==> config.mk <==
export PLATFORM = sky130hd
export DESIGN_NAME = epoch_seconds_to_calendar_unit
export DESIGN_NICKNAME = d
export VERILOG_FILES = /design/src/epc_pkg.sv /design/src/epc_sub_unit.sv /design/src/epoch_seconds_to_calendar_unit.sv
export SDC_FILE = /design/constraint.sdc
export NUM_CORES = 1
export LEC_CHECK = 0
export BUFFER_PORTS_ARGS = -buffer_cell sky130_fd_sc_hd__clkbuf_2
export CAP_MARGIN = 20
export CELL_PAD_IN_SITES_DETAIL_PLACEMENT = 1
export CELL_PAD_IN_SITES_GLOBAL_PLACEMENT = 1
export CORE_ASPECT_RATIO = 0.6
export CORE_MARGIN = 2
export CORE_UTILIZATION = 35
export DETAILED_ROUTE_END_ITERATION = 10
export GPL_ROUTABILITY_DRIVEN = 0
export PLACE_DENSITY = 0.59
export RECOVER_POWER = 50
export SYNTH_ARGS = -nofsm -noshare
export SYNTH_HDL_FRONTEND = slang
export SYNTH_HIERARCHICAL = 1
export SYNTH_SLANG_ARGS = --single-unit
==> constraint.sdc <==
create_clock -name clock -period 18.15 [get_ports clock]
set_input_delay 1.815 -clock clock [delete_from_list [all_inputs] [get_ports clock]]
set_output_delay 1.815 -clock clock [all_outputs]
set_load 0.01 [all_outputs]
==> src/epc_pkg.sv <==
// ----------------------------------------------------------------------------
// epc_pkg: shared types and constants for the epoch-to-calendar converter
// Unit lengths in seconds, month lengths and the subtract unit's result type.
// ----------------------------------------------------------------------------
`default_nettype none

package epc_pkg;

   localparam int unsigned OPER_W = 32;

   localparam logic [OPER_W-1:0] DAY_SECS       = 32'd86400;
   localparam logic [OPER_W-1:0] HOUR_SECS      = 32'd3600;
   localparam logic [OPER_W-1:0] MINUTE_SECS    = 32'd60;
   localparam logic [OPER_W-1:0] YEAR_SECS      = 32'd31536000;
   localparam logic [OPER_W-1:0] LEAP_YEAR_SECS = 32'd31622400;
   localparam logic [OPER_W-1:0] FEB_SECS       = 32'd2419200;
   localparam logic [OPER_W-1:0] FEB_LEAP_SECS  = 32'd2505600;
   localparam logic [OPER_W-1:0] MONTH_30_SECS  = 32'd2592000;
   localparam logic [OPER_W-1:0] MONTH_31_SECS  = 32'd2678400;

   localparam logic [11:0] BASE_YEAR    = 12'd1970;
   localparam logic [1:0]  BASE_MOD4    = 2'd2;
   localparam logic [6:0]  BASE_MOD100  = 7'd70;
   localparam logic [8:0]  BASE_MOD400  = 9'd370;
   localparam logic [3:0]  LAST_MONTH   = 4'd11;

   typedef struct packed {
      logic              ge;
      logic [OPER_W-1:0] diff;
   } sub_result_type;

   // month length in seconds, month 0 is January
   function automatic logic [OPER_W-1:0] month_secs(input logic leap, input logic [3:0] mon);
      logic [OPER_W-1:0] len;
      case (mon) inside
         4'd1:                    len = leap ? FEB_LEAP_SECS : FEB_SECS;
         4'd3, 4'd5, 4'd8, 4'd10: len = MONTH_30_SECS;
         default:                 len = MONTH_31_SECS;
      endcase
      return len;
   endfunction

endpackage

`default_nettype wire

==> src/epc_sub_unit.sv <==
// ----------------------------------------------------------------------------
// epc_sub_unit: shared compare-and-subtract unit
// Gives minuend minus subtrahend and whether the minuend is not below it.
// ----------------------------------------------------------------------------
`default_nettype none

module epc_sub_unit (
   input  wire logic [epc_pkg::OPER_W-1:0] minuend,
   input  wire logic [epc_pkg::OPER_W-1:0] subtrahend,
   output epc_pkg::sub_result_type         result
);

   logic [epc_pkg::OPER_W:0] wide;

   assign wide        = {1'b0, minuend} - {1'b0, subtrahend};
   assign result.ge   = ~wide[epc_pkg::OPER_W];
   assign result.diff = wide[epc_pkg::OPER_W-1:0];

endmodule

`default_nettype wire

==> src/epoch_seconds_to_calendar_unit.sv <==
// ----------------------------------------------------------------------------
// epoch_seconds_to_calendar_unit: seconds since 1970 UTC to calendar date/time
// Each item steps through the year, month, day, hour and minute states: one subtract per
// year, month, day, hour and minute removed plus one closing compare per unit,
// all through the single compare-and-subtract unit. One item at a time: the
// next item is taken the cycle after the result is registered.
// Synchronous reset clears the sequencer and the result valid flag.
// ----------------------------------------------------------------------------
`default_nettype none

module epoch_seconds_to_calendar_unit (
   input  wire logic        clock,
   input  wire logic        reset,
   input  wire logic        req_tvalid,
   output      logic        req_tready,
   input  wire logic [31:0] req_tdata,   // [31:0] epoch_seconds
   output      logic        rsp_tvalid,
   input  wire logic        rsp_tready,
   output      logic [39:0] rsp_tdata    // [11:0] year, [15:12] month, [20:16] day,
                                         // [25:21] hour, [31:26] minute,
                                         // [37:32] second, [39:38] zero
);

   typedef enum logic [2:0] {
      S_IDLE, S_YEAR, S_MONTH, S_DAY, S_HOUR, S_MIN, S_DONE
   } state_type;

   state_type   state_ff, state_in;
   logic [31:0] work_ff, work_in;
   logic [11:0] year_ff, year_in;
   logic [1:0]  mod4_ff, mod4_in;
   logic [6:0]  mod100_ff, mod100_in;
   logic [8:0]  mod400_ff, mod400_in;
   logic [3:0]  mon_ff, mon_in;
   logic [4:0]  day_ff, day_in;
   logic [4:0]  hour_ff, hour_in;
   logic [5:0]  min_ff, min_in;
   logic        rsp_valid_ff, rsp_valid_in;
   logic [39:0] rsp_data_ff, rsp_data_in;

   logic [epc_pkg::OPER_W-1:0] op_b;
   epc_pkg::sub_result_type    sub_res;
   logic                       leap;
   logic [4:0]                 day_num;

   assign leap = (mod4_ff == 2'd0 && mod100_ff != 7'd0) || (mod400_ff == 9'd0);

   epc_sub_unit u_sub (
      .minuend    (work_ff),
      .subtrahend (op_b),
      .result     (sub_res)
   );

   always_comb begin
      op_b = epc_pkg::DAY_SECS;
      unique case (state_ff)
         S_YEAR: begin
            op_b = leap ? epc_pkg::LEAP_YEAR_SECS : epc_pkg::YEAR_SECS;
         end
         S_MONTH: begin
            op_b = epc_pkg::month_secs(leap, mon_ff);
         end
         S_HOUR: begin
            op_b = epc_pkg::HOUR_SECS;
         end
         S_MIN: begin
            op_b = epc_pkg::MINUTE_SECS;
         end
         default: begin
            op_b = epc_pkg::DAY_SECS;
         end
      endcase
   end

   assign day_num = day_ff + 5'd1;

   always_comb begin
      state_in     = state_ff;
      work_in      = work_ff;
      year_in      = year_ff;
      mod4_in      = mod4_ff;
      mod100_in    = mod100_ff;
      mod400_in    = mod400_ff;
      mon_in       = mon_ff;
      day_in       = day_ff;
      hour_in      = hour_ff;
      min_in       = min_ff;
      rsp_valid_in = rsp_valid_ff && !rsp_tready;
      rsp_data_in  = rsp_data_ff;
      unique case (state_ff)
         S_IDLE: begin
            if (req_tvalid) begin
               work_in   = req_tdata;
               year_in   = epc_pkg::BASE_YEAR;
               mod4_in   = epc_pkg::BASE_MOD4;
               mod100_in = epc_pkg::BASE_MOD100;
               mod400_in = epc_pkg::BASE_MOD400;
               mon_in    = 4'd0;
               day_in    = 5'd0;
               hour_in   = 5'd0;
               min_in    = 6'd0;
               state_in  = S_YEAR;
            end
         end
         S_YEAR: begin
            if (sub_res.ge) begin
               work_in   = sub_res.diff;
               year_in   = year_ff + 12'd1;
               mod4_in   = mod4_ff + 2'd1;
               mod100_in = (mod100_ff == 7'd99) ? 7'd0 : mod100_ff + 7'd1;
               mod400_in = (mod400_ff == 9'd399) ? 9'd0 : mod400_ff + 9'd1;
            end else begin
               state_in = S_MONTH;
            end
         end
         S_MONTH: begin
            if (mon_ff != epc_pkg::LAST_MONTH && sub_res.ge) begin
               work_in = sub_res.diff;
               mon_in  = mon_ff + 4'd1;
            end else begin
               state_in = S_DAY;
            end
         end
         S_DAY: begin
            if (sub_res.ge) begin
               work_in = sub_res.diff;
               day_in  = day_ff + 5'd1;
            end else begin
               state_in = S_HOUR;
            end
         end
         S_HOUR: begin
            if (sub_res.ge) begin
               work_in = sub_res.diff;
               hour_in = hour_ff + 5'd1;
            end else begin
               state_in = S_MIN;
            end
         end
         S_MIN: begin
            if (sub_res.ge) begin
               work_in = sub_res.diff;
               min_in  = min_ff + 6'd1;
            end else begin
               state_in = S_DONE;
            end
         end
         S_DONE: begin
            if (!rsp_valid_ff || rsp_tready) begin
               rsp_valid_in = 1'b1;
               rsp_data_in  = {2'b00, work_ff[5:0], min_ff, hour_ff, day_num,
                               mon_ff + 4'd1, year_ff};
               state_in     = S_IDLE;
            end
         end
         default: begin
            state_in = S_IDLE;
         end
      endcase
   end

   always_ff @(posedge clock) begin
      if (reset) begin
         state_ff     <= S_IDLE;
         rsp_valid_ff <= 1'b0;
      end else begin
         state_ff     <= state_in;
         rsp_valid_ff <= rsp_valid_in;
      end
      work_ff     <= work_in;
      year_ff     <= year_in;
      mod4_ff     <= mod4_in;
      mod100_ff   <= mod100_in;
      mod400_ff   <= mod400_in;
      mon_ff      <= mon_in;
      day_ff      <= day_in;
      hour_ff     <= hour_in;
      min_ff      <= min_in;
      rsp_data_ff <= rsp_data_in;
   end

   assign req_tready = (state_ff == S_IDLE);
   assign rsp_tvalid = rsp_valid_ff;
   assign rsp_tdata  = rsp_data_ff;

   a_busy_after_accept: assert property (@(posedge clock) disable iff (reset)
      req_tvalid && req_tready |=> !req_tready)
      else $error("accepted item did not start conversion");

   a_month_range: assert property (@(posedge clock) disable iff (reset)
      rsp_tvalid |-> rsp_tdata[15:12] != 4'd0 && rsp_tdata[15:12] <= 4'd12)
      else $error("month out of range");

   a_time_range: assert property (@(posedge clock) disable iff (reset)
      rsp_tvalid |-> rsp_tdata[25:21] < 5'd24 && rsp_tdata[31:26] < 6'd60
                     && rsp_tdata[37:32] < 6'd60)
      else $error("time of day out of range");

   a_year_range: assert property (@(posedge clock) disable iff (reset)
      state_ff == S_YEAR |-> year_ff <= 12'd2106)
      else $error("year count ran past range");

   a_work_below_day: assert property (@(posedge clock) disable iff (reset)
      state_ff == S_HOUR |-> work_ff < epc_pkg::DAY_SECS)
      else $error("time of day remainder not below one day");

endmodule

`default_nettype wire

* Word level (Yosys, flattened, before mapping) *
Cells that the tools add are included.

storage, ports and cells
  output and inout port bits = 42
  bits in registers = 124

operators by class
  reduce and logical (&&, ||, !) cells = 27
  equal/unequal tests = 27
  muxes and demuxes = 44
  add/sub/neg operators = 9
  bitwise gates (word level) = 1

operators with widths
  cell                                                              number
  32-bit case mux with 4 select lines                               1
  32-bit two-way mux                                                3
  32-bit case mux with 3 select lines                               1
  20-bit two-way mux                                                2
  18-bit two-way mux                                                2
  32-bit by 32-bit subtractor with 33-bit output                    1
  9-bit two-way mux                                                 3
  12-bit two-way mux                                                2
  12-bit case mux with 2 select lines                               1
  3-bit two-way mux                                                 7
  7-bit two-way mux                                                 3
  3-bit case mux with 7 select lines                                1
  5-bit case mux with 2 select lines                                2
  2-bit != test (second input constant)                             9
  9-bit case mux with 2 select lines                                1
  5-bit two-way mux                                                 3
  3-bit AND reduction                                               5
  7-bit case mux with 2 select lines                                1
  12-bit by 1-bit adder with 12-bit output (second input constant)  1
  6-bit two-way mux                                                 2
  6-bit case mux with 2 select lines                                1
  5-bit by 1-bit adder with 5-bit output (second input constant)    2
  2-bit nonzero test                                                5
  9-bit by 1-bit adder with 9-bit output (second input constant)    1
  33 further kinds                                                  48

* Logic depth before layout (Yosys ltp) *
Gate-level depths: netlist of run 1.

  word-level depth = 11
  mapped depth = 22
  mapped depth without buffers = 20

* Modules after synthesis *
The synthesis of run 1 kept the hierarchy.

modules (own cells, without submodules)
  module                          cells each  area each (um^2)  times used
  epoch_seconds_to_calendar_unit  422         5661.7            1
  epc_sub_unit                    244         1710.4            1

* Worst setup path before layout of run 1 *
No wires, ideal clock.

  path type = register -> register
  start = register mon_ff[0]
  end = register work_ff[0] (enable)
  buffers on the path = 1
  data arrival time = 6.059 ns
  stages on the path, launching flop included = 19
  setup time = 0.472 ns
  setup slack = 11.620 ns
  cell sequence = edfxtp_1 -> inv_1 -> ha_1 -> o21ai_0 -> o21ai_0 -> o31ai_1 -> a221o_1 -> inv_1 -> ha_1 -> nand2_1 -> or4_1 -> o22ai_2 -> a31oi_1 -> o21ai_1 -> a31oi_1 -> o21ai_1 -> clkbuf_1 -> inv_1 -> o32ai_1

RTL lines
  element                 line                                   source
  start, declared         epoch_seconds_to_calendar_unit.sv:34   logic [3:0] mon_ff, mon_in;
  start signal, assigned  epoch_seconds_to_calendar_unit.sv:175  mon_ff <= mon_in;
  end signal, assigned    epoch_seconds_to_calendar_unit.sv:170  work_ff <= work_in;
  end, declared           epoch_seconds_to_calendar_unit.sv:29   logic [31:0] work_ff, work_in;

==> results of run 1 <==
==> synth_stat cells (3+ instances only) <==
| cell | n | area (sq um) |
|---|---|---|
| nor2_1 | 53 | 199 |
| nand2b_1 | 9 | 56.3 |
| buf_6 | 4 | 45.0 |
| buf_2 | 4 | 20.0 |
| edfxtp_1 | 120 | 3600 |
| nand4_1 | 6 | 37.5 |
| a31oi_1 | 6 | 37.5 |
| buf_4 | 5 | 37.5 |
| and2_1 | 4 | 25.0 |
| clkbuf_1 | 5 | 18.8 |
| o21ai_1 | 6 | 30.0 |
| nand2_1 | 42 | 158 |
| xnor2_1 | 29 | 254 |
| a21oi_2 | 3 | 26.3 |
| ha_1 | 45 | 563 |
| mux2_2 | 32 | 360 |
| a21o_1 | 13 | 97.6 |
| nor2b_1 | 8 | 50.1 |
| nand3_1 | 31 | 155 |
| dfxtp_1 | 4 | 80.1 |
| xor2_1 | 25 | 219 |
| nor3_1 | 12 | 60.1 |
| a21oi_1 | 39 | 195 |
| or3_1 | 6 | 37.5 |
| inv_1 | 58 | 218 |
| o21a_1 | 9 | 67.6 |
| and3_1 | 7 | 43.8 |
| o31ai_1 | 3 | 22.5 |
| o21ai_0 | 22 | 110 |
==> kinds of logic after synthesis <==
kind of cell / after synthesis / share of synthesized area (%)
AO/OA/AOI/OAI: 137 / 13.0
other: 1 / 0.0509
AND/OR/NAND/NOR: 192 / 12.6
multiplexers: 33 / 5.02
XOR/XNOR: 54 / 6.42
adder cells (fa/ha/maj): 46 / 7.91
buffers and inverters: 79 / 5.02
flip-flops: 124 / 50.0
==> flip-flops by register name, summed over array words and instances (netlist names), 4 cells and up <==
name and count:
rsp_tdata 38, work_ff 32, year_ff 12, mod400_ff 9, mod100_ff 7, min_ff 6, day_ff 5, hour_ff 5
mon_ff 4
==> power by group <==
part / total (mW) / switching, mW / internal (mW)
Combinational: 0.795 / 0.464 / 0.331
Clock: 0.340 / 0.147 / 0.193
Sequential: 0.512 / 0.0680 / 0.444
Total: 1.65 / 0.679 / 0.969
==> routing by layer <==
layer / up-vias / track usage [%]
li1: 2593 / -
met1: 2633 / 26.0
met2: 118 / 25.8
met3: 14 / 4.36
met4: 0 / 4.51
met5: - / 0
==> cell type report <==
type | instances | area [sq um] | area share (%)
tap | 279 | 349 | 4.08
clock buffer | 17 | 425 | 4.97
clock inverter | 15 | 151 | 1.77
inverter | 58 | 218 | 2.54
sequential | 124 | 3680 | 43.0
timing repair buffer | 78 | 344 | 4.02
multi-input combinational | 476 | 3390 | 39.6
==> worst paths after layout <==
| check | depth (start not counted) | end | startpoint | slack [ps] |
|---|---|---|---|---|
| setup / recovery | 16 | work_ff[11]$_DFFE_PP_ | state_ff[0]$_SDFFE_PP0P_ | 11730 |
| hold / removal | 0 | rsp_tdata[32]$_DFFE_PP_ | work_ff[0]$_DFFE_PP_ | 460 |
| hold reg to reg | 0 | rsp_tdata[32]$_DFFE_PP_ | work_ff[0]$_DFFE_PP_ | 460 |
| setup reg to reg | 16 | work_ff[11]$_DFFE_PP_ | state_ff[0]$_SDFFE_PP0P_ | 11730 |
==> flow_results.org, run 1 <==
** Worst setup path
- CP Data Required Time :: 18,220 ps
- Data arrival time at the worst-slack endpoint :: 6480 ps
- Startpoint kind of the worst setup timing path :: flop
- The critical path in this run is classified as flop to flop.
- Critical path buffer and inverter count :: 5
- Endpoint kind of the worst setup timing path :: flop
- Crit Path Max Fanout :: 32
- By instance count, the cell type seen most on the critical path is inv_1.
- Crit-path leading delay family :: compound AO/OA/AOI/OAI gates
- The critical path goes through inv_1, or3_1, inv_1, a22o_1, inv_1, ha_1, nand4_1, or4_1, o22ai_2, a31oi_1, o21ai_1, a31oi_1, o21ai_1, inv_1, o32ai_4, buf_4.
- Largest stage delay on the critical path :: 700 ps
- Library cell contributing the largest single delay on the critical path :: dfxtp_1

** Global routing
- Global-route wire length before repair :: 30,000 um
- Overall fraction of global-route tracks in use :: 17.6%
- Number of antenna violations at the first check in global routing :: 0
- Maximum number of pins on one net before global-route repair :: 33
- Global routing finished with a remaining overflow of 0.
- The number of global-route vias before repair was 5,440.

** Routing
- Topmost layer with routed signal wires :: met4
- Post-route antenna net violation count :: 0
- The routed design uses 953 um of met3 wire.
- Post-DR wirelength/cell :: 18.1 um
- Remaining routing DRC violations :: 0
- Via density per instance :: 5.12
- Detailed routing inserted a total of 5,358 vias.
- Detailed routing placed a total of 7910 um of wire on met2.
- In the final routing, the length of wire on met1 measures 9860 um.
- The final layout contains routed wiring with a total length of 18,900 um.
- In this run, the number of DRC markers left after iteration 0 of detailed routing was 320.
- DRT Pass-1 Iters :: 6

** Floorplanning
- Y dimension of the die :: 116 um
- Ports placed on the boundary :: 78
- Area of the die :: 0.0223 sq mm
- Number of placement rows :: 41
- The core region is 0.0208 sq mm.
- Once the floorplan was initialized, standard cells occupied 35.4% of the core.
- The floorplan step set the die width to 191 um.

** Clock network
- Root buffer cell :: clkbuf_16
- Hold buffers post-CTS :: 0
- Post-CTS setup buffers :: 0
- Clk_lat worst skew :: 430 ps
- TritonCTS built the clock tree.
- The number of clock buffers added by TritonCTS is 17.
- Clock-pin slew was measured on the worst setup and hold paths at 60 ps.
- Cts repair resizes :: 0
- Max Buffers Root-to-Sink :: 2
- Clock sink count :: 124
- The H-tree was split into 4 levels.

** STA
- Between clock sinks in the finished design, the worst skew comes to 15.0 ps.
- The worst pin sits at a relative slew slack of -17.1%.
- Worst Hold Margin :: 460 ps
- Setup repair after global routing left no endpoint under its margin.
- Final period util :: 35.3%
- The worst path needs 6420 ps of the cycle, external delays included.
- At the pin with the least slew margin, the transition time is 1750 ps.
- Final setup slack of the worst path :: 11,730 ps
- Final count of hold timing violations :: 0
- After routing, the total negative slack on setup checks comes to 0 ps.
- Setup violations remaining at the end of the flow were counted as 0.
- Slew Viols, Final :: 17
- For this run, the top clock speed supported by timing is 0.156 GHz.

** Final layout
- Cells fill 41.1% of the core in the end.
- The count of cells in the finished layout, fillers not included, comes to 1,047.
- Design area :: 0.00856 sq mm
- Leaving out fill and tap cells, the most frequent cell in the layout is edfxtp_1.
- For this run, the post-layout net count is 837.
- Growth of design area from synthesis to finish :: 16.1%
- Commonest cells after routing, fill and taps aside :: edfxtp_1 (120), inv_1 (58), nor2_1 (53)
- Fill cells in the final layout number 2,355.
- ANT cells :: 0
- The post-route netlist has 14.8% of its cells at a drive strength greater than 1.

** Min path
- Worst hold path type :: flop to flop

** Place
- In this run the cell area measured after placement is 0.00805 sq mm.
- Number of cells in the design after placement :: 1,015
- Worst slack at placement :: 11,730 ps
- Detailed placement finished with a half-perimeter wire length of 13,800 um.
- In this run the tool buffered the top-level ports with 75 buffer cells.

** Synthesis
- Part of the Yosys area used for sequential elements :: 50.0%
- In this run, synthesis inferred 120 flip-flops with an integrated enable.
- Most instantiated flip-flop cell in the synthesis netlist :: edfxtp_1
- Yosys warns :: 6
- After synthesis the cells add up to 0.00737 sq mm.
- Post-synthesis async set-or-reset flop share :: 0%
- Mean instance size in the synthesized netlist :: 11.1 sq um
- Counting distinct cell types in the post-synthesis netlist gives 74.
- Syn Inst Count :: 666
- Synthesis inferred 124 register bits.

** Flow run
- The tool flagged a number of max-cap violations equal to 1.

** Power and ir drop
- Power comes to 1.65 mW.
- IR drop worst, VDD :: 0.0780 mV
- In this run the power density over the cells is 192 mW/mm^2.
- In this run the static leakage power is 3.24 nW.

** Run status
- Failing checks :: capacitance limit, slew limit
- Run status :: finished, violations left
No activity file was read; power rests on OpenSTA's default activity.
==> run 2: changes to the inputs <==
==> constraint.sdc (replaced) <==
create_clock -name clock -period 6.4 [get_ports clock]
set_input_delay 0.64 -clock clock [delete_from_list [all_inputs] [get_ports clock]]
set_output_delay 0.64 -clock clock [all_outputs]
set_load 0.01 [all_outputs]
==> flow_results.org, run 2 (synthesis results as in run 1) <==
** Worst setup path
- The worst setup path is launched from a flop.
- The critical path is of the flop to flop type.
- The largest driver fanout on the critical path came to 32 (unchanged).
- Among the stages of the critical path, the cell type that occurs most often is inv_1.
- The maximum single-stage delay on the critical path was 700 ps (about the same).
- The worst register-to-register path ends at work_ff[6]$_DFFE_PP_.
- The largest individual stage delay along the critical path comes from the cell dfxtp_1.
- The required time at the worst-slack endpoint came to 6460 ps (-11,760 ps).
- The startpoint identified for the worst register-to-register timing path is state_ff[0]$_SDFFE_PP0P_.
- STA classifies the critical path endpoint as a flop.
- Cell-by-cell listing of the critical path :: inv_1, or3_1, inv_1, a22o_1, inv_1, ha_1, nand4_1, or4_1, o22ai_2, a31oi_1, o21ai_1, a31oi_1, o21ai_2, inv_1, o32ai_4, buf_4
- Register-to-register setup slack :: 700 ps (-11,040 ps)
- The arrival time at the worst endpoint is 5770 ps (-710 ps).
- The number of cell instances on the worst register-to-register path was 16 (unchanged).

** Final layout
- The library cells used most frequently in the layout, excluding fill and tap cells, are edfxtp_1 (120), inv_1 (58), nor2_1 (53).
- Largest reg by FF count :: rsp_tdata
- Post-Route Utilization :: 41.2% (+0.054 points)
- Layout cells sized above 1 :: 15.1% (+0.22 points)
- Most frequent standard cell in the layout excluding fill and tap cells :: edfxtp_1
- In the final layout, the registers with the most flip-flops are rsp_tdata: 38 flops, work_ff: 32 flops, year_ff: 12 flops.
- Growth of design area from synthesis to finish :: 16.3%
- Largest register FFs :: 38 (unchanged)
- Final Net Count :: 839 (+0.24%)
- The count of antenna diodes in the layout was 0 (unchanged).

** STA
- Final worst path period need :: 5700 ps (-712 ps)
- The number of max-slew violations in the final report came to 17 (unchanged).
- Final period util :: 89.1% (+54 points)
- The count of final hold-check violations came to 0 (unchanged).
- Final setup violation count :: 0 (unchanged)
- Pin slew with the least headroom to its limit :: 1660 ps (-91.5 ps)
- Aggregate negative setup slack :: 0 ps (unchanged)
- The worst relative slew slack was -11.0% (+6.1 points).
- Fin Clk Skew :: 12.9 ps (-2.15 ps)
- Setup repair after global routing left no endpoint under its margin.
- The maximum clock rate was 0.175 GHz (+12%).

** Place
- Number of I/O port buffers :: 75 (unchanged)
- Post-DP HPWL :: 14,100 um (+1.7%)

** Clock network
- The number of sinks handled by clock tree synthesis is 124 (unchanged).
- Root buffer cell :: clkbuf_16
- The maximum count of clock buffers along a single path came to 2 (unchanged).
- The number of buffers added for setup after CTS came to 0 (unchanged).
- Clk_lat worst skew :: 430 ps (about the same)
- The number of clock buffers inserted by TritonCTS was 17 (unchanged).
- The clock transition at the register clock pins on the worst setup and hold paths after CTS is 60 ps (about the same).
- The number of buffers added to fix hold violations after cts is 0 (unchanged).
- Clock tree from TritonCTS :: built
- The number of instances resized during post-cts repair was 0 (unchanged).
- The count of H-tree levels built during CTS came to 4 (unchanged).

** Global routing
- The met3 routing resource usage after global routing is 4.18% (-0.18 points).
- Maximum number of pins on one net before global-route repair :: 33 (unchanged)
- The initial antenna violation count was 0 (unchanged).
- Sum of overflow across all layers after global routing :: 0 (unchanged)
- The first-pass GRT wire length is 30,600 um (+2.0%).
- Overall fraction of global-route tracks in use :: 18.3% (+0.63 points)
- Via count of the first global-routing pass :: 5,556 (+2.1%)
- The met2 layer usage reported by global route was 25.8% (unchanged).
- Most Crowded Layer GR :: met1
- Met1 demand-to-capacity share in global routing :: 27.7% (+1.7 points)

** Run status
- The checks that failed: capacitance limit, slew limit.
- The flow ran to the end, but the final reports show violations.

** Floorplanning
- Area of the die :: 0.0223 sq mm (unchanged)
- Standard cell core area :: 0.0208 sq mm (unchanged)
- Ports placed on the boundary :: 78 (unchanged)
- Overall die width :: 191 um (unchanged)
- The effective utilization at floorplan is 35.4% (unchanged).
- The vertical die dimension was 116 um (unchanged).
- Number of placement rows :: 41 (unchanged)

** Routing
- DRT Pass-1 Iters :: 4 (-2)
- The remaining antenna violation count after routing was 0 (unchanged).
- DRC violation total after the first TritonRoute iteration :: 379 (+18%)
- The wire length reported by the detailed router was 19,100 um (+0.77%).
- Post-DR wirelength/cell :: 18.2 um (+0.57%)
- Via density per instance :: 5.12 (about the same)
- Remaining routing DRC violations :: 0 (unchanged)
- The overall via count from detail_route came to 5,371 (+0.24%).

** Min path
- The worst hold path belongs to the class input port to flop.
- For hold timing, the worst endpoint is rsp_tvalid$_SDFF_PP0_.
- The count of cells along the worst hold path is 2 (+2).
- The startpoint identified for the worst hold timing path is reset.

** Flow run
- Number of max-cap violations :: 1 (unchanged)

** Power and ir drop
- Leakage component of the power :: 3.25 nW (+0.32%)
- Power Total :: 4.67 mW (+180%)
- Switching Fraction :: 40.6% (-0.56 points)
- The power per cell area is 545 mW/mm^2 (+180%).
- Power share of the sequential group :: 30.8% (-0.3 points)
- The peak supply drop came to 0.251 mV (+220%).
- The clock network fraction of design power is 20.3% (-0.3 points).
- The combinational share of power is 48.9% (+0.6 points).
- The net switching power came to 1.90 mW (+180%).
- The internal power contribution was 2.77 mW (+190%).
## run 2: changes by cell type in the layout (fill, tap and decap cells not counted), sizes merged
cell	delta
clkinv	+6
inv	-6
clkbuf	+1
buf	+1
clkinvlp	-1
bufinv	+1
## run 2: layout make-up
type | count | area [sq um]
clock inverter | 15 | 146
tap | 279 | 349
timing repair buffer | 80 | 355
clock buffer | 17 | 425
inverter | 58 | 218
sequential | 124 | 3680
fill | 2360 | 12300
multi-input combinational | 476 | 3390
## run 2: through the flow
stage | area, sq um | hold slack (ps) | setup WS [ps] | instances
after floorplan | 7430 | 426 | 307 | 679
after global placement | 8060 | 430 | 852 | 1017
after detailed placement | 8060 | 435 | 524 | 1017
after CTS | 8630 | 405 | 495 | 1049
after global routing | 8570 | 417 | 206 | 1049
final | 8570 | 427 | 697 | 1049
## run 2: worst max-delay path by stage
stage	start	to	slack (ps)	cells after the start
2_1_floorplan	mon_ff[0]$_SDFFCE_PN0P_	mod100_ff[0]$_SDFFCE_PP0P_	310	18
3_3_place_gp	state_ff[0]$_SDFFE_PP0P_	work_ff[11]$_DFFE_PP_	850	16
3_5_place_dp	state_ff[0]$_SDFFE_PP0P_	work_ff[10]$_DFFE_PP_	520	16
4_1_cts	state_ff[0]$_SDFFE_PP0P_	work_ff[4]$_DFFE_PP_	490	16
5_1_grt	state_ff[0]$_SDFFE_PP0P_	work_ff[6]$_DFFE_PP_	210	16
6_report	state_ff[0]$_SDFFE_PP0P_	work_ff[6]$_DFFE_PP_	700	16
## run 2: per-layer routing
layer / part of all wire [%] / vias up
met3: 3.9 / 8
met1: 54 / 2693
met2: 41 / 76
li1: - / 2594
met5: 0 / -
met4: 0.85 / 0
## run 2: power groups by stage
stage,Sequential (mW),Clock [mW],Combinational [mW]
after floorplan,1.38,0,1.78
after global placement,1.44,0,2.20
after detailed placement,1.45,0,2.27
after CTS,1.44,0.978,2.29
after global routing,1.47,1.01,2.54
final,1.44,0.948,2.28
## run 2: worst max-delay path, delay by kind of cell (launching register included)
kind / cells / cell delay, ps
compound gates: 7 / 1640
fa+ha+maj: 1 / 390
buf+inv: 5 / 1210
flops: 1 / 700
simple gates: 3 / 1350
==> run 3: changes to the inputs <==
--- a/config.mk
+++ b/config.mk
@@ -7,14 +7,13 @@
 export LEC_CHECK = 0
 export BUFFER_PORTS_ARGS = -buffer_cell sky130_fd_sc_hd__clkbuf_2
 export CAP_MARGIN = 20
-export CELL_PAD_IN_SITES_DETAIL_PLACEMENT = 1
-export CELL_PAD_IN_SITES_GLOBAL_PLACEMENT = 1
 export CORE_ASPECT_RATIO = 0.6
 export CORE_MARGIN = 2
 export CORE_UTILIZATION = 35
 export DETAILED_ROUTE_END_ITERATION = 10
 export GPL_ROUTABILITY_DRIVEN = 0
-export PLACE_DENSITY = 0.59
+export MAX_ROUTING_LAYER = met4
+export PLACE_DENSITY = 0.49
 export RECOVER_POWER = 50
 export SYNTH_ARGS = -nofsm -noshare
 export SYNTH_HDL_FRONTEND = slang
==> flow_results.org, run 3 (synthesis results as in run 1) <==
** Final layout
- The proportion of layout cells with a drive suffix above 1 came to 15.3% (+0.22 points).
- The number of filler instances in the final layout was 2,041 (-14%).
- ANT cells :: 0 (unchanged)
- Largest register FFs :: 38 (unchanged)
- Most frequent standard cell in the layout excluding fill and tap cells :: edfxtp_1
- Commonest cells after routing, fill and taps aside :: edfxtp_1 (120), inv_1 (58), nor2_1 (53)
- The net count of the finished layout is 841 (+0.24%).
- Design area :: 0.00861 sq mm (+0.45%)
- Largest reg by FF count :: rsp_tdata
- Largest registers :: rsp_tdata: 38 flops, work_ff: 32 flops, year_ff: 12 flops
- The area growth from synthesis to layout is 16.8%.

** Clock network
- Total number of H-tree levels :: 4 (unchanged)
- Post-CTS setup buffers :: 0 (unchanged)
- Root buffer cell :: clkbuf_16
- Clock tree from TritonCTS :: built
- Clock slew at the register clock pins of the worst setup and hold paths :: 60 ps (about the same)
- The number of sinks handled by clock tree synthesis came to 124 (unchanged).
- Clk_lat worst skew :: 410 ps (-20 ps)
- Total CTS buffers :: 17 (unchanged)
- The maximum count of clock buffers along a single path is 2 (unchanged).
- The number of instances resized during post-cts repair is 0 (unchanged).
- Hold buffers post-CTS :: 0 (unchanged)

** Floorplanning
- The area inside the core boundary came to 0.0208 sq mm (unchanged).
- Overall die width :: 191 um (unchanged)
- Area of the die :: 0.0223 sq mm (unchanged)
- The standard-cell row count was 41 (unchanged).
- The vertical die dimension is 116 um (unchanged).
- Starting Density :: 35.4% (unchanged)
- Ports placed on the boundary :: 78 (unchanged)

** Global routing
- Number of antenna violations at the first check in global routing :: 0 (unchanged)
- The overall routing resource usage was 16.7% (-1.6 points).
- Via count of the first global-routing pass :: 5,002 (-10%)
- Sum of overflow across all layers after global routing :: 0 (unchanged)
- The pin count of the biggest net entering global routing came to 33 (unchanged).
- Global-route wire length before repair :: 27,600 um (-9.8%)

** Routing
- The first-pass iteration count of the detailed router came to 5 (+1).
- Post-route antenna net violation count :: 0 (unchanged)
- The wire length reported by the detailed router is 17,500 um (-8.3%).
- Via density per instance :: 5.05 (-1.4%)
- The mean routed wirelength per cell is 16.6 um (-8.4%).
- The DRC violation total after the first TritonRoute iteration was 462 (+22%).
- Vias after detailed routing :: 5,305 (-1.2%)
- Remaining routing DRC violations :: 0 (unchanged)

** Place
- The estimated wirelength of the detail-placed design is 12,900 um (-8.1%).
- The instance area after placement came to 0.00810 sq mm (+0.43%).
- The number of buffer cells added on primary ports came to 75 (unchanged).

** Power and ir drop
- Switching Fraction :: 39.5% (-1.1 points)
- The combinational share of power came to 48.0% (-0.9 points).
- The internal power contribution was 2.82 mW (+1.6%).
- The static power due to leakage came to 3.27 nW (+0.46%).
- The peak supply drop was 0.193 mV (-23%).
- Switching pwr :: 1.84 mW (-3.1%)
- Clock share of power :: 21.3% (+1.0 points)
- Pwr per Cell Area :: 541 mW/mm^2 (-0.77%)
- The part of the power in registers was 30.7% (about the same).

** Worst setup path
- The required time at the worst-slack endpoint is 6450 ps (about the same).
- Startpoint kind of the worst setup timing path :: flop
- Kind of critical path :: flop to flop
- Data arrival time at the worst-slack endpoint :: 5790 ps (+20 ps)
- The largest driver fanout on the critical path is 32 (unchanged).
- Endpoint kind of the worst setup timing path :: flop

** STA
- Final period util :: 89.7% (+0.58 points)
- Aggregate negative setup slack :: 0 ps (unchanged)
- The count of final hold-check violations is 0 (unchanged).
- Relative slew slack :: 2.69% (+14 points)
- The number of setup violations in the final report came to 0 (unchanged).
- Final worst path period need :: 5740 ps (+37.2 ps)
- The maximum clock rate is 0.174 GHz (-0.65%).
- The actual transition at the worst max-transition pin came to 1450 ps (-205 ps).
- The number of max-slew violations in the final report is 0 (-17).
- Fin Clk Skew :: 14.9 ps (+2.02 ps)
- RSZ-0062 raised after global routing :: false

** Min path
- The path class of the tightest hold or removal check is flop to flop.

** Run status
- The flow ran to the end, and the final reports show no timing, DRC or antenna violations.

** Flow run
- Number of max-cap violations :: 0 (-1)
run 3: final cells by class:
type / count / area (sq um) / area share, %
clock inverters: 14 / 169 / 1.96
flip-flops and latches: 124 / 3680 / 42.8
repair buffers: 82 / 372 / 4.32
multi-input cells: 476 / 3390 / 39.4
inverters: 58 / 218 / 2.53
clock buffers: 18 / 429 / 4.98
well taps: 279 / 349 / 4.05
run 3: final timing paths:
kind	start	to	slack [ps]	cells after the start
min	work_ff[0]$_DFFE_PP_	rsp_tdata[32]$_DFFE_PP_	450	0
max	state_ff[0]$_SDFFE_PP0P_	work_ff[4]$_DFFE_PP_	660	16
max reg2reg	state_ff[0]$_SDFFE_PP0P_	work_ff[4]$_DFFE_PP_	660	16
min reg2reg	work_ff[0]$_DFFE_PP_	rsp_tdata[32]$_DFFE_PP_	450	0
run 3: routing by layer:
metal	track usage [%]	routed length [um]	up-vias
li1	-	-	2606
met1	26.7	9840	2534
met2	20.6	6540	152
met3	3.73	933	13
met4	3.69	170	0
met5	-	0	-
run 3: critical path, cell delays in order (launching register included):
cell and delay (ps):
dfxtp_1 700, inv_1 260, or3_1 600, inv_1 260
a22o_1 170, inv_1 50, ha_1 390, nand4_1 190
or4_1 570, o22ai_2 190, a31oi_1 160, o21ai_1 220
a31oi_1 150, o21ai_1 540, inv_1 190, o32ai_4 280
buf_4 460
run 3: stage by stage:
stage               std cells  worst slack (ps)  utilization, %  hold WS, ps  power (mW)
floorplan                 679               307               -          426        3.16
global placement         1018              1020            38.7          434        3.64
detailed placement       1019               649            38.9          434        3.66
CTS                      1051               639            41.7          449        4.68
global route             1051               142            41.3          457        5.01
finish                   1051               660            41.3          446        4.65
run 3: power groups by stage:
stage / clock network, mW / registers, mW / logic (mW)
CTS: 1.01 / 1.43 / 2.23
floorplan: 0 / 1.38 / 1.78
detailed placement: 0 / 1.45 / 2.22
finish: 0.989 / 1.43 / 2.23
global route: 1.05 / 1.46 / 2.50
global placement: 0 / 1.44 / 2.20
